### src/hw/rtl/ghs_pkg.sv
package ghs_pkg;

	// Field widths of the item and result channels.
	localparam int OP_W   = 2;
	localparam int ID_W   = 16;
	localparam int POS_W  = 20;
	localparam int SNIR_W = 32;

	// A coordinate difference needs one more bit; its square is twice as wide.
	localparam int DIFF_W = POS_W + 1;
	localparam int SQ_W   = 2 * DIFF_W;

	// Configuration port.
	localparam int CFG_IDX_W  = 2;
	localparam int CFG_DATA_W = 32;

	localparam logic [CFG_IDX_W-1:0] REG_OWN_NODE_ID = 2'd0;
	localparam logic [CFG_IDX_W-1:0] REG_SNIR_GUARD  = 2'd1;
	localparam logic [CFG_IDX_W-1:0] REG_SNIR_FLOOR  = 2'd2;

	localparam logic [ID_W-1:0]   OWN_NODE_ID_RST = 16'd0;
	localparam logic [SNIR_W-1:0] SNIR_GUARD_RST  = 32'd655;
	localparam logic [SNIR_W-1:0] SNIR_FLOOR_RST  = 32'd3284;

	// Operation codes on the item channel.
	localparam logic [OP_W-1:0] OP_BEGIN    = 2'd0;
	localparam logic [OP_W-1:0] OP_VISIT    = 2'd1;
	localparam logic [OP_W-1:0] OP_NEIGHBOR = 2'd2;

	// Default size of the visited set.
	localparam int EXCLUDED_SLOTS_DEF = 3;

	// Queue between the front and back parts.
	localparam int QUEUE_DEPTH = 4;
	localparam int QUEUE_PTR_W = 2;
	localparam int QUEUE_CNT_W = 3;

	typedef enum logic [1:0] {
		KIND_BEGIN,
		KIND_VISIT,
		KIND_NEIGHBOR,
		KIND_NONE
	} kind_t;

	// One classified item as it sits in the queue.
	typedef struct packed {
		kind_t               kind;
		logic [ID_W-1:0]     node_id;
		logic [POS_W-1:0]    pos_x;
		logic [POS_W-1:0]    pos_y;
		logic [POS_W-1:0]    own_x;
		logic [POS_W-1:0]    own_y;
		logic [SNIR_W-1:0]   snir;
		logic                last;
		logic                origin;
	} entry_t;

	typedef struct packed {
		logic [ID_W-1:0]   own_node_id;
		logic [SNIR_W-1:0] snir_guard;
		logic [SNIR_W-1:0] snir_floor;
	} cfg_t;

endpackage

### src/hw/rtl/ghs_if.sv
interface ghs_item_if;
	logic                                   valid;
	logic                                   ready;
	logic [ghs_pkg::OP_W-1:0]               operation;
	logic [ghs_pkg::ID_W-1:0]               node_id;
	logic signed [ghs_pkg::POS_W-1:0]       pos_x;
	logic signed [ghs_pkg::POS_W-1:0]       pos_y;
	logic signed [ghs_pkg::POS_W-1:0]       own_x;
	logic signed [ghs_pkg::POS_W-1:0]       own_y;
	logic [ghs_pkg::SNIR_W-1:0]             snir;
	logic                                   last;

	modport source (
		output valid, operation, node_id, pos_x, pos_y, own_x, own_y, snir, last,
		input  ready
	);
	modport sink (
		input  valid, operation, node_id, pos_x, pos_y, own_x, own_y, snir, last,
		output ready
	);
endinterface

interface ghs_result_if;
	logic                         valid;
	logic                         ready;
	logic [ghs_pkg::ID_W-1:0]     next_hop_id;
	logic                         direct_delivery;
	logic                         failed;

	modport source (
		output valid, next_hop_id, direct_delivery, failed,
		input  ready
	);
	modport sink (
		input  valid, next_hop_id, direct_delivery, failed,
		output ready
	);
endinterface

### src/hw/rtl/ghs_front.sv
module ghs_front (
	input  logic              clk,
	input  logic              arst_n,
	ghs_item_if.sink          item,
	output ghs_pkg::entry_t   head,
	output logic              head_valid,
	input  logic              pop
);

	ghs_pkg::entry_t                   mem_q [ghs_pkg::QUEUE_DEPTH];
	ghs_pkg::entry_t                   entry;
	logic [ghs_pkg::QUEUE_PTR_W-1:0]   wr_ptr_q;
	logic [ghs_pkg::QUEUE_PTR_W-1:0]   rd_ptr_q;
	logic [ghs_pkg::QUEUE_CNT_W-1:0]   count_q;
	logic                              push;
	logic                              take;

	assign item.ready = (count_q != ghs_pkg::QUEUE_CNT_W'(ghs_pkg::QUEUE_DEPTH));
	assign push       = item.valid && item.ready;
	assign head_valid = (count_q != '0);
	assign take       = pop && head_valid;
	assign head       = mem_q[rd_ptr_q];

	// Classify the operation code and flag a destination at the origin.
	always_comb begin
		unique case (item.operation)
			ghs_pkg::OP_BEGIN:    entry.kind = ghs_pkg::KIND_BEGIN;
			ghs_pkg::OP_VISIT:    entry.kind = ghs_pkg::KIND_VISIT;
			ghs_pkg::OP_NEIGHBOR: entry.kind = ghs_pkg::KIND_NEIGHBOR;
			default:              entry.kind = ghs_pkg::KIND_NONE;
		endcase
		entry.node_id = item.node_id;
		entry.pos_x   = item.pos_x;
		entry.pos_y   = item.pos_y;
		entry.own_x   = item.own_x;
		entry.own_y   = item.own_y;
		entry.snir    = item.snir;
		entry.last    = item.last;
		entry.origin  = (item.pos_x == '0) && (item.pos_y == '0);
	end

	always_ff @(posedge clk) begin
		if (push) begin
			mem_q[wr_ptr_q] <= entry;
		end
	end

	always_ff @(posedge clk or negedge arst_n) begin
		if (!arst_n) begin
			wr_ptr_q <= '0;
			rd_ptr_q <= '0;
			count_q  <= '0;
		end else begin
			if (push) begin
				wr_ptr_q <= wr_ptr_q + ghs_pkg::QUEUE_PTR_W'(1);
			end
			if (take) begin
				rd_ptr_q <= rd_ptr_q + ghs_pkg::QUEUE_PTR_W'(1);
			end
			if (push && !take) begin
				count_q <= count_q + ghs_pkg::QUEUE_CNT_W'(1);
			end else if (take && !push) begin
				count_q <= count_q - ghs_pkg::QUEUE_CNT_W'(1);
			end
		end
	end

endmodule

### src/hw/rtl/ghs_back.sv
module ghs_back #(
	parameter int EXCLUDED_SLOTS = ghs_pkg::EXCLUDED_SLOTS_DEF
) (
	input  logic              clk,
	input  logic              arst_n,
	input  ghs_pkg::cfg_t     cfg,
	input  ghs_pkg::entry_t   head,
	input  logic              head_valid,
	output logic              pop,
	ghs_result_if.source      result
);

	localparam int ID_W   = ghs_pkg::ID_W;
	localparam int POS_W  = ghs_pkg::POS_W;
	localparam int DIFF_W = ghs_pkg::DIFF_W;
	localparam int SQ_W   = ghs_pkg::SQ_W;

	// Stage A state: destination as seen by the filter, and the visited set.
	logic [ID_W-1:0]            dest_id_q;
	logic [POS_W-1:0]           dest_x_q;
	logic [POS_W-1:0]           dest_y_q;
	logic [ID_W-1:0]            excl_ids_q [EXCLUDED_SLOTS];
	logic [EXCLUDED_SLOTS-1:0]  excl_vld_q;

	// Stage A logic.
	logic [EXCLUDED_SLOTS-1:0]  hit_vec;
	logic [EXCLUDED_SLOTS-1:0]  free_oh;
	logic [EXCLUDED_SLOTS-1:0]  min_oh;
	logic [ID_W-1:0]            min_id;
	logic                       any_free;
	logic                       hit;
	logic                       is_begin;
	logic [POS_W-1:0]           ax, ay, bx, by;
	logic [DIFF_W-1:0]          diff_x, diff_y;
	logic [DIFF_W-1:0]          abs_x, abs_y;
	logic                       direct_a;
	logic                       pass_a;
	logic                       snir_low;

	// Pipeline register between stage A and stage B.
	logic                       valid_s1;
	ghs_pkg::kind_t             kind_s1;
	logic [ID_W-1:0]            id_s1;
	logic [SQ_W-1:0]            sqx_s1;
	logic [SQ_W-1:0]            sqy_s1;
	logic                       last_s1;
	logic                       direct_s1;
	logic                       pass_s1;
	logic                       origin_s1;

	// Stage B state: the running choice of the query.
	logic [ID_W-1:0]            dest_id_b_q;
	logic                       origin_q;
	logic [SQ_W-1:0]            own_sq_q;
	logic [SQ_W-1:0]            best_sq_q;
	logic [ID_W-1:0]            best_id_q;
	logic                       have_best_q;
	logic                       direct_q;

	logic [ID_W-1:0]            nxt_dest_id_b;
	logic                       nxt_origin;
	logic [SQ_W-1:0]            nxt_own_sq;
	logic [SQ_W-1:0]            nxt_best_sq;
	logic [ID_W-1:0]            nxt_best_id;
	logic                       nxt_have_best;
	logic                       nxt_direct;
	logic [SQ_W-1:0]            dist_b;
	logic                       progress;

	logic [ID_W-1:0]            res_id;
	logic                       res_direct;
	logic                       res_failed;

	logic                       out_valid_q;
	logic                       out_free;
	logic                       b_go;

	assign out_free = !out_valid_q || result.ready;
	assign b_go     = valid_s1 && (!last_s1 || out_free);
	assign pop      = head_valid && (!valid_s1 || b_go);

	// Visited-set lookup, first free slot and smallest held id.
	always_comb begin
		any_free = 1'b0;
		free_oh  = '0;
		for (int i = 0; i < EXCLUDED_SLOTS; i++) begin
			hit_vec[i] = excl_vld_q[i] && (excl_ids_q[i] == head.node_id);
			free_oh[i] = !excl_vld_q[i] && !any_free;
			any_free   = any_free || !excl_vld_q[i];
		end
		hit = |hit_vec;

		min_id = excl_ids_q[0];
		min_oh = EXCLUDED_SLOTS'(1);
		for (int i = 1; i < EXCLUDED_SLOTS; i++) begin
			if (excl_ids_q[i] < min_id) begin
				min_id    = excl_ids_q[i];
				min_oh    = '0;
				min_oh[i] = 1'b1;
			end
		end
	end

	// A begin item measures this node against the destination; a neighbor
	// item measures the neighbor against the stored destination.
	always_comb begin
		is_begin = (head.kind == ghs_pkg::KIND_BEGIN);
		ax = is_begin ? head.own_x : head.pos_x;
		ay = is_begin ? head.own_y : head.pos_y;
		bx = is_begin ? head.pos_x : dest_x_q;
		by = is_begin ? head.pos_y : dest_y_q;
		diff_x = {ax[POS_W-1], ax} - {bx[POS_W-1], bx};
		diff_y = {ay[POS_W-1], ay} - {by[POS_W-1], by};
		abs_x  = diff_x[DIFF_W-1] ? (~diff_x + DIFF_W'(1)) : diff_x;
		abs_y  = diff_y[DIFF_W-1] ? (~diff_y + DIFF_W'(1)) : diff_y;

		snir_low = (head.snir > cfg.snir_guard) && (head.snir < cfg.snir_floor);
		direct_a = (head.node_id == dest_id_q);
		pass_a   = !direct_a && (head.node_id != cfg.own_node_id) && !hit && !snir_low;
	end

	always_ff @(posedge clk or negedge arst_n) begin
		if (!arst_n) begin
			dest_id_q  <= '0;
			dest_x_q   <= '0;
			dest_y_q   <= '0;
			excl_vld_q <= '0;
		end else if (pop) begin
			if (is_begin) begin
				dest_id_q  <= head.node_id;
				dest_x_q   <= head.pos_x;
				dest_y_q   <= head.pos_y;
				excl_vld_q <= '0;
			end else if (head.kind == ghs_pkg::KIND_VISIT && !hit) begin
				if (any_free) begin
					excl_vld_q <= excl_vld_q | free_oh;
				end
			end
		end
	end

	// Slot contents only matter behind their valid bits.
	always_ff @(posedge clk) begin
		if (pop && head.kind == ghs_pkg::KIND_VISIT && !hit) begin
			for (int i = 0; i < EXCLUDED_SLOTS; i++) begin
				if (any_free) begin
					if (free_oh[i]) begin
						excl_ids_q[i] <= head.node_id;
					end
				end else if (min_oh[i] && (head.node_id > min_id)) begin
					excl_ids_q[i] <= head.node_id;
				end
			end
		end
	end

	always_ff @(posedge clk or negedge arst_n) begin
		if (!arst_n) begin
			valid_s1 <= 1'b0;
		end else if (pop) begin
			valid_s1 <= 1'b1;
		end else if (b_go) begin
			valid_s1 <= 1'b0;
		end
	end

	always_ff @(posedge clk) begin
		if (pop) begin
			kind_s1   <= head.kind;
			id_s1     <= head.node_id;
			sqx_s1    <= SQ_W'(abs_x) * SQ_W'(abs_x);
			sqy_s1    <= SQ_W'(abs_y) * SQ_W'(abs_y);
			last_s1   <= head.last;
			direct_s1 <= direct_a;
			pass_s1   <= pass_a;
			origin_s1 <= head.origin;
		end
	end

	// Stage B: progress test, best-choice update and result.
	always_comb begin
		dist_b        = sqx_s1 + sqy_s1;
		nxt_dest_id_b = dest_id_b_q;
		nxt_origin    = origin_q;
		nxt_own_sq    = own_sq_q;
		nxt_best_sq   = best_sq_q;
		nxt_best_id   = best_id_q;
		nxt_have_best = have_best_q;
		nxt_direct    = direct_q;
		progress      = origin_q || (dist_b < own_sq_q);

		unique case (kind_s1) inside
			ghs_pkg::KIND_BEGIN: begin
				nxt_dest_id_b = id_s1;
				nxt_origin    = origin_s1;
				nxt_own_sq    = dist_b;
				nxt_best_sq   = '1;
				nxt_best_id   = '0;
				nxt_have_best = 1'b0;
				nxt_direct    = 1'b0;
			end
			ghs_pkg::KIND_NEIGHBOR: begin
				if (direct_s1) begin
					nxt_direct = 1'b1;
				end else if (pass_s1 && progress && (!have_best_q || dist_b < best_sq_q)) begin
					nxt_best_sq   = dist_b;
					nxt_best_id   = id_s1;
					nxt_have_best = 1'b1;
				end
			end
			ghs_pkg::KIND_VISIT, ghs_pkg::KIND_NONE: begin
			end
			default: begin
			end
		endcase

		if (nxt_direct) begin
			res_id     = nxt_dest_id_b;
			res_direct = 1'b1;
			res_failed = 1'b0;
		end else if (nxt_have_best) begin
			res_id     = nxt_best_id;
			res_direct = 1'b0;
			res_failed = 1'b0;
		end else begin
			res_id     = '0;
			res_direct = 1'b0;
			res_failed = 1'b1;
		end
	end

	always_ff @(posedge clk or negedge arst_n) begin
		if (!arst_n) begin
			dest_id_b_q <= '0;
			origin_q    <= 1'b1;
			own_sq_q    <= '0;
			best_sq_q   <= '1;
			best_id_q   <= '0;
			have_best_q <= 1'b0;
			direct_q    <= 1'b0;
		end else if (b_go) begin
			dest_id_b_q <= nxt_dest_id_b;
			origin_q    <= nxt_origin;
			own_sq_q    <= nxt_own_sq;
			best_sq_q   <= nxt_best_sq;
			best_id_q   <= nxt_best_id;
			have_best_q <= nxt_have_best;
			direct_q    <= nxt_direct;
		end
	end

	always_ff @(posedge clk or negedge arst_n) begin
		if (!arst_n) begin
			out_valid_q <= 1'b0;
		end else if (b_go && last_s1) begin
			out_valid_q <= 1'b1;
		end else if (result.ready) begin
			out_valid_q <= 1'b0;
		end
	end

	always_ff @(posedge clk) begin
		if (b_go && last_s1) begin
			result.next_hop_id     <= res_id;
			result.direct_delivery <= res_direct;
			result.failed          <= res_failed;
		end
	end

	assign result.valid = out_valid_q;

endmodule

### src/hw/rtl/greedy_next_hop_select.sv
// Greedy next-hop selector for geographic forwarding.
// Items arrive on the item channel (valid/ready); one transfer carries one item. A query
// opens with a begin item (destination id and position, this node's position), then
// visited-node ids, then neighbor entries. The item flagged last yields one transfer on
// the result channel: the destination itself when it was seen as a neighbor, else the
// passing neighbor closest to the destination, else a failed flag.
// Throughput is one item per clock while the input queue has room. A result is first
// offered once its last item has been written into the input queue and has moved through
// the filter stage (visited-set lookup and coordinate squares) and then the selection
// stage that registers the result.
// When the result receiver stalls, the held result waits in the output register while
// later items keep draining; once the four-entry input queue fills, item ready drops.
// Reset empties the queue and pipeline, returns the three registers on the configuration
// port to their defaults and leaves the query state as after an empty query with the
// destination at the origin. Registers are written through cfg_we, cfg_index and
// cfg_data, by the user only while no item is in flight; the block does not enforce it.
module greedy_next_hop_select #(
	parameter int EXCLUDED_SLOTS = ghs_pkg::EXCLUDED_SLOTS_DEF
) (
	input  logic                               clk,
	input  logic                               arst_n,
	ghs_item_if.sink                           item,
	ghs_result_if.source                       result,
	input  logic                               cfg_we,
	input  logic [ghs_pkg::CFG_IDX_W-1:0]      cfg_index,
	input  logic [ghs_pkg::CFG_DATA_W-1:0]     cfg_data
);

	ghs_pkg::cfg_t    cfg_q;
	ghs_pkg::entry_t  head;
	logic             head_valid;
	logic             pop;

	// Configuration registers. Writes to an index past the list are dropped.
	always_ff @(posedge clk or negedge arst_n) begin
		if (!arst_n) begin
			cfg_q.own_node_id <= ghs_pkg::OWN_NODE_ID_RST;
			cfg_q.snir_guard  <= ghs_pkg::SNIR_GUARD_RST;
			cfg_q.snir_floor  <= ghs_pkg::SNIR_FLOOR_RST;
		end else if (cfg_we) begin
			unique case (cfg_index)
				ghs_pkg::REG_OWN_NODE_ID: cfg_q.own_node_id <= cfg_data[ghs_pkg::ID_W-1:0];
				ghs_pkg::REG_SNIR_GUARD:  cfg_q.snir_guard  <= cfg_data[ghs_pkg::SNIR_W-1:0];
				ghs_pkg::REG_SNIR_FLOOR:  cfg_q.snir_floor  <= cfg_data[ghs_pkg::SNIR_W-1:0];
				default: begin
				end
			endcase
		end
	end

	// The front classifies items and queues them, so the item channel keeps
	// moving while the back end waits on a stalled result.
	ghs_front u_front (
		.clk        (clk),
		.arst_n     (arst_n),
		.item       (item),
		.head       (head),
		.head_valid (head_valid),
		.pop        (pop)
	);

	// The back end filters each neighbor and keeps the best choice so far.
	ghs_back #(
		.EXCLUDED_SLOTS (EXCLUDED_SLOTS)
	) u_back (
		.clk        (clk),
		.arst_n     (arst_n),
		.cfg        (cfg_q),
		.head       (head),
		.head_valid (head_valid),
		.pop        (pop),
		.result     (result)
	);

endmodule
### src/flat_wrapper.sv
// flat-port wrapper written by rule: the top's interface ports become plain ports
module greedy_next_hop_select_flat 
#(
	parameter int EXCLUDED_SLOTS = ghs_pkg::EXCLUDED_SLOTS_DEF
)
  (clk, arst_n, cfg_we, cfg_index, cfg_data, item_valid, item_operation, item_node_id, item_pos_x, item_pos_y, item_own_x, item_own_y, item_snir, item_last, item_ready, result_valid, result_next_hop_id, result_direct_delivery, result_failed, result_ready);
  ghs_item_if item_i ();
  ghs_result_if result_i ();
  input  logic clk;
  input  logic arst_n;
  input  logic cfg_we;
  input  logic [ghs_pkg::CFG_IDX_W-1:0] cfg_index;
  input  logic [ghs_pkg::CFG_DATA_W-1:0] cfg_data;
  input wire logic [$bits(item_i.valid)-1:0] item_valid;
  input wire logic [$bits(item_i.operation)-1:0] item_operation;
  input wire logic [$bits(item_i.node_id)-1:0] item_node_id;
  input wire logic [$bits(item_i.pos_x)-1:0] item_pos_x;
  input wire logic [$bits(item_i.pos_y)-1:0] item_pos_y;
  input wire logic [$bits(item_i.own_x)-1:0] item_own_x;
  input wire logic [$bits(item_i.own_y)-1:0] item_own_y;
  input wire logic [$bits(item_i.snir)-1:0] item_snir;
  input wire logic [$bits(item_i.last)-1:0] item_last;
  output wire logic [$bits(item_i.ready)-1:0] item_ready;
  output wire logic [$bits(result_i.valid)-1:0] result_valid;
  output wire logic [$bits(result_i.next_hop_id)-1:0] result_next_hop_id;
  output wire logic [$bits(result_i.direct_delivery)-1:0] result_direct_delivery;
  output wire logic [$bits(result_i.failed)-1:0] result_failed;
  input wire logic [$bits(result_i.ready)-1:0] result_ready;
  assign item_i.valid = item_valid;
  assign item_i.operation = item_operation;
  assign item_i.node_id = item_node_id;
  assign item_i.pos_x = item_pos_x;
  assign item_i.pos_y = item_pos_y;
  assign item_i.own_x = item_own_x;
  assign item_i.own_y = item_own_y;
  assign item_i.snir = item_snir;
  assign item_i.last = item_last;
  assign item_ready = item_i.ready;
  assign result_valid = result_i.valid;
  assign result_next_hop_id = result_i.next_hop_id;
  assign result_direct_delivery = result_i.direct_delivery;
  assign result_failed = result_i.failed;
  assign result_i.ready = result_ready;
  greedy_next_hop_select #(.EXCLUDED_SLOTS(EXCLUDED_SLOTS)) u_core (.clk(clk), .arst_n(arst_n), .item(item_i), .result(result_i), .cfg_we(cfg_we), .cfg_index(cfg_index), .cfg_data(cfg_data));
endmodule
### config.mk
export PLATFORM = sky130hd
export DESIGN_NAME = greedy_next_hop_select_flat
export DESIGN_NICKNAME = d
export VERILOG_FILES = /design/src/hw/rtl/ghs_pkg.sv /design/src/hw/rtl/ghs_if.sv /design/src/hw/rtl/ghs_front.sv /design/src/hw/rtl/ghs_back.sv /design/src/hw/rtl/greedy_next_hop_select.sv /design/src/flat_wrapper.sv
export SDC_FILE = /design/constraint.sdc
export NUM_CORES = 2
export LEC_CHECK = 0
export BUFFER_PORTS_ARGS = -buffer_cell sky130_fd_sc_hd__buf_2
export CAP_MARGIN = 10
export CORE_ASPECT_RATIO = 1.75
export CORE_UTILIZATION = 40
export DETAILED_ROUTE_END_ITERATION = 12
export GPL_ROUTABILITY_DRIVEN = 0
export PLACE_DENSITY = 0.6
export RECOVER_POWER = 100
export SYNTH_ARGS = -nofsm -noshare
export SYNTH_HDL_FRONTEND = slang
export SYNTH_SLANG_ARGS = --single-unit
export TNS_END_PERCENT = 30
### constraint.sdc
create_clock -name clk -period 32.4 [get_ports clk]
set_clock_uncertainty 0.15 [all_clocks]
set_input_delay 9.72 -clock clk [delete_from_list [all_inputs] [get_ports clk]]
set_output_delay 9.72 -clock clk [all_outputs]
set_load 0.05 [all_outputs]
Word-level counts from Yosys, hierarchy flattened. Memory sizes are Yosys's and may differ from the RTL's. Index checks and enable logic that the tools add are counted.

Reductions and logical operators: 68. Equality and inequality tests: 14. Add/subtract/negate cells: 9. Bitwise operators: 6. Magnitude comparators: 7. Multipliers: 2. Muxes and demuxes: 71.

Operator list (count): $mux 16 (12); $lt 42x42->1 (2); $mul 21x21->42 (2); $mux 42 (2); $pmux 42 s2 (1); $mux 20 (4); $eq 16x16->1 (4); $add 21x1->21 const B (2); $add 42x42->42 (1); $mux 21 (2); $not 21->21 (2); $sub 20x20->21 (2); $logic_not 20->1 (2); $mux 1 (37); $gt 32x32->1 (1); $lt 16x16->1 (2); $lt 32x32->1 (1); $pmux 16 s2 (1); $reduce_or 16->1 (2); $logic_and 1x1->1 (25); $mux 3 (6); $gt 16x16->1 (1); $ne 16x16->1 (1); $logic_not 1->1 (13); 21 further kinds (49).

Word-level logic and storage cells: 209. Output and inout bits: 20. Bits in registers: 391. RAM bits: 576. Input bits: 170. Memories: 2.

Memories: u_core.u_front.mem_q (depth 4, width 132, read ports 1, clocked after memory_dff 0, write ports 1, RTL line ghs_front.sv:10) `ghs_pkg::entry_t mem_q [ghs_pkg::QUEUE_DEPTH];`; u_core.u_back.excl_ids_q (depth 3, width 16, read ports 3, clocked after memory_dff 0, write ports 1, RTL line ghs_back.sv:22) `logic [ID_W-1:0] excl_ids_q [EXCLUDED_SLOTS];`.

Longest topological paths before layout. An unclocked memory read counts as a cell.

Word-level depth: 15. Depth in mapped cells: 47.

Cells and area by module. A second synthesis with hierarchy kept.

Cell total of the unflattened synthesis: 5931. Area, all modules: 70342.5 µm².

Modules (own cells, without submodules): ghs_back (cells each 5020, area each 47812.1 µm², instances 1); ghs_front (cells each 741, area each 19522.5 µm², instances 1); greedy_next_hop_select (cells each 170, area each 3007.9 µm², instances 1).

Worst setup path before layout. OpenSTA, ideal clock, no wires.

Path type: in2reg. Start point: input port item_valid. End point: memory u_core.u_front.mem_q[0][0] (netlist bit) (enable). Setup slack: 18.935 ns. Buffers on the path: 0. Data required time: 31.742 ns. Cell stages on the path: 1. Arrival: 12.807 ns. Path through: and3_1.

Longest elaborated chain between the ends: 3.

RTL lines: start, declared (RTL line flat_wrapper.sv:14) `input wire logic [$bits(item_i.valid)-1:0] item_valid;`; $logic_and 1x1->1 (RTL line ghs_front.sv:19) `assign push = item.valid && item.ready;`; $mux 1 (RTL line ghs_front.sv:43) `if (push) begin`; $mux 1 (implied by the code) (RTL line ghs_front.sv:44) `mem_q[wr_ptr_q] <= entry;`; end, declared (RTL line ghs_front.sv:10).

Every way passes these cells.

Final worst setup path.
Start point: register u_core.u_front.rd_ptr_q[0] (netlist bit). End point: register u_core.u_back.sqx_s1[39] (data pin).

Longest elaborated chain between the ends: 8. Elaborated cells between the ends (all ways): 9. Classes of those cells: 2 x add/sub; 1 x mul; 3 x mux; 1 x bitwise; 1 x reduce/logical; 1 x memory.

RTL lines: start, declared (RTL line ghs_front.sv:13) `logic [ghs_pkg::QUEUE_PTR_W-1:0] rd_ptr_q;`; start signal, assigned (RTL line ghs_front.sv:58) `rd_ptr_q <= rd_ptr_q + ghs_pkg::QUEUE_PTR_W'(1);`; $mem_v2 4x132 (*); $logic_not 2->1 (RTL line ghs_back.sv:107) `is_begin = (head.kind == ghs_pkg::KIND_BEGIN);`; $mux 20 (on tied branches); $sub 20x20->21 (*) (RTL line ghs_back.sv:112) `diff_x = {ax[POS_W-1], ax} - {bx[POS_W-1], bx};`; $not 21->21 (RTL line ghs_back.sv:114) `abs_x = diff_x[DIFF_W-1] ? (~diff_x + DIFF_W'(1)) : diff_x;`; $add 21x1->21 (RTL line ghs_back.sv:114); $mux 21 (*) (RTL line ghs_back.sv:114); $mul 21x21->42 (*) (RTL line ghs_back.sv:171) `sqx_s1 <= SQ_W'(abs_x) * SQ_W'(abs_x);`; end signal, assigned (RTL line ghs_back.sv:171); end, declared (RTL line ghs_back.sv:44) `logic [SQ_W-1:0] sqx_s1;`.

Every way passes the cells marked *; elsewhere a longest branch is shown, timed or not. A chain may end at the register's enable or synchronous reset.

==> flow_summary_export.csv <==
group,metric,value,unit
final_layout,drive_above_1_share,11.8,%
drt,drt_iter0_drc,2283,
setup_path,reg2reg_depth,40,
setup_path,worstPathRequired,32.67,ns
synth,synth_flop_cell,"edfxtp_1",
synth,synth_top_family_by_area,"adder cells",
min_path,hp-class,"reg2reg",
timing,drv_slew,1195,
setup_path,cp-end-kind,"register",
synth,synth_edf_count,698,
floorplan,core_area,175000,µm²
drt,vias_per_cell,5.24,
drt,drtPass1Iterations,5,
synth,ys_types,96,
setup_path,slowest_stage,"clkbuf_1",
synth,netlist_area,70700,µm²
setup_path,worst-setup-path-type,"reg2reg",
synth,netlist_instances,5908,
clock_tree,clockBufferDepth,3,
synth,yosys.cell_count.top_type,"inv_1",
floorplan,die_w,320,µm
setup_path,endpoint,"u_core.u_back.sqx_s1[39]",
synth,syn_avg_cell_area,12.0,µm²
synth,yosys.area.top_type,"edfxtp_1",
synth,synth-async-reset-ratio,27.7,%
placement,hpwl,130,mm
drt,drc,0,
synth,synth-seq-cells,965,
clock_tree,cts_resized,0,
clock_tree,cts_tree,"built",
timing,fin_crit,18.81,ns
synth,ys_top_cells_by_count,"inv_1 (1028), edfxtp_1 (698), fa_1 (623)",
floorplan,ioPinCount,190,
global_route,grt_max_degree,91,
timing,max_freq,53.2,MHz
drt,wl_per_cell,20.0,µm
clock_tree,root_buffer,"clkbuf_16",
setup_path,reg2reg_from,"u_core.u_front.rd_ptr_q[0]",
status,violations,"max-capacitance violations, max-slew violations",
synth,yosysTopAreaCellShare,29.6,%
timing,tns,0,ns
synth,yosysSeqAreaShare,39.2,%
setup_path,critPathMaxStageDelay,2.47,ns
setup_path,crit_path_start_kind,"register",
synth,synth_compound_area_share,7.28,%
synth,muxShareOfSynthArea,8.79,%
setup_path,cp-startpoint,"u_core.u_front.rd_ptr_q[0]",
final_layout,fillers,16254,
synth,synthAdderAreaFrac,27.8,%
global_route,grtUsageTotal,19.2,%
synth,synthTopCellsByArea,"edfxtp_1 (30%), fa_1 (18%), ha_1 (10%)",
status,status,"finished, violations left",
clock_tree,cts_buffers,88,
global_route,antenna_found_initial,18,
clock_tree,ctsHoldBuffers,0,
drt,num_vias,44307,
job,max-cap-violations,25,
global_route,gr-total-overflow,0,
floorplan,die_y,558,µm
clock_tree,clk_latency,0.70,ns
min_path,min_from,"u_core.u_back.own_sq_q[29]",
timing,rsz0062_at_grt,"false",
floorplan,die_area,179000,µm²
final_layout,areaGrowthSynthToFinish,9.33,%
timing,min_period_over_period,58.1,%
placement,port_buffers,189,
floorplan,rows,203,
timing,finalSetupViolations,0,
setup_path,r2r-end,"u_core.u_back.sqx_s1[39]",
synth,yosys.area_share.simple,6.88,%
setup_path,path_common_cell,"fa_1",
final_layout,nNetsFinal,7491,
setup_path,crit_fanout,41,
floorplan,start_util,40.4,%
setup_path,rrSetupSlack,13.59,ns
synth,yosys_warnings,0,
synth,synth_xor_area_share,3.55,%
drt,routed_wl,169,mm
timing,slew_headroom,-262,%
clock_tree,htree_levels,3,
timing,worst_slew_pin_slew,5.43,ns
global_route,grt_pass1_vias,48411,
clock_tree,cts_num_sinks,965,
global_route,grt_pass1_wl,267,mm
timing,hold_violations,0,
clock_tree,cts_setup_buffers,0,
setup_path,arrival,19.09,ns
drt,ant_nets,0,
clock_tree,clkTransAtPathRegs,0.07,ns
## worst min path at each step
stage | to | slack [ns] | cells past startpoint
3_3_place_gp | u_core.u_back.own_sq_q[29] | 0.31 | 2
5_1_grt | u_core.u_back.own_sq_q[29] | 0.35 | 2
6_report | u_core.u_back.own_sq_q[29] | 0.33 | 2
3_5_place_dp | u_core.u_back.own_sq_q[29] | 0.33 | 2
2_1_floorplan | u_core.u_back.own_sq_q[29] | 0.30 | 2
4_1_cts | u_core.u_back.own_sq_q[29] | 0.34 | 2
## routing by layer
metal,track usage [%],share of wire [%]
met5,0,0.089
met4,8.92,4.9
met3,2.40,3.8
met2,36.5,54
met1,21.0,37
## final cells by class
type	count	area, µm²	area share [%]
Clock inverter	36	494	0.639
Tap cell	2255	2820	3.65
Antenna cell	4	10.0	0.0129
Clock buffer	130	2570	3.32
Inverter	1045	3920	5.07
Timing Repair Buffer	266	1220	1.58
Multi-Input combinational cell	3757	38600	49.9
Sequential cell	965	27700	35.8
## placed cells by master, fill, tap and decap left out, types with 91 or more instances in the layout
master / netlist / final
a21oi_1: 204 / 203
fa_1: 623 / 623
mux4_2: 132 / 132
o21ai_0: 189 / 189
inv_1: 1028 / 1027
clkbuf_16: 0 / 91
nor2_1: 322 / 320
mux2_2: 248 / 247
nand2_1: 324 / 324
a21o_1: 146 / 146
clkbuf_1: 125 / 209
edfxtp_1: 698 / 698
ha_1: 575 / 575
dfrtp_1: 212 / 211
xnor2_1: 211 / 209
## per-stage QoR
stage / instances / worst slack (ns) / instance area (µm²) / util (%) / hold slack (ns)
6_report: 8458 / 13.59 / 77300 / 44.1 / 0.334
2_1_floorplan: 5938 / 18.94 / 70900 / - / 0.300
3_5_place_dp: 8288 / 17.80 / 74600 / 42.6 / 0.326
5_1_grt: 8456 / 11.64 / 77300 / 44.1 / 0.351
3_3_place_gp: 8288 / 18.12 / 74600 / 42.6 / 0.314
4_1_cts: 8454 / 17.72 / 77700 / 44.3 / 0.339
## flip-flops by register name (all words and copies together), names as in the netlist, 3 cells and up
| signal | count |
|---|---|
| u_core.cfg_q | 80 |
| u_core.u_back.best_id_q | 16 |
| u_core.u_back.best_sq_q | 42 |
| u_core.u_back.dest_id_b_q | 16 |
| u_core.u_back.dest_id_q | 16 |
| u_core.u_back.dest_x_q | 20 |
| u_core.u_back.dest_y_q | 20 |
| u_core.u_back.excl_ids_q | 48 |
| u_core.u_back.excl_vld_q | 3 |
| u_core.u_back.id_s1 | 16 |
| u_core.u_back.own_sq_q | 42 |
| u_core.u_back.result.next_hop_id | 16 |
| u_core.u_back.sqx_s1 | 41 |
| u_core.u_back.sqy_s1 | 41 |
| u_core.u_front.count_q | 3 |
| u_core.u_front.mem_q | 528 |
## worst max-delay path, delay by kind of cell (launching register included)
family	cells	cell delay, ns
xor gates and xnor gates	2	0.23
adders and majority gates	9	3.73
muxes	2	1.02
buffers and inverters	9	6.32
and+or+nand+nor	4	1.12
AOI/OAI and AO/OA	14	4.68
DFF	1	1.15
## logic make-up after synthesis
| group | count (synthesis) |
|---|---|
| and+or+nand+nor | 1034 |
| buffers and inverters | 1216 |
| xor gates and xnor gates | 277 |
| muxes | 425 |
| AOI/OAI and AO/OA | 791 |
| adders and majority gates | 1198 |
| DFF | 965 |
| other | 2 |
Power is left out: the tool's default activity adds up to more than one toggle a clock period on the data nets, which glitch-free logic cannot reach.
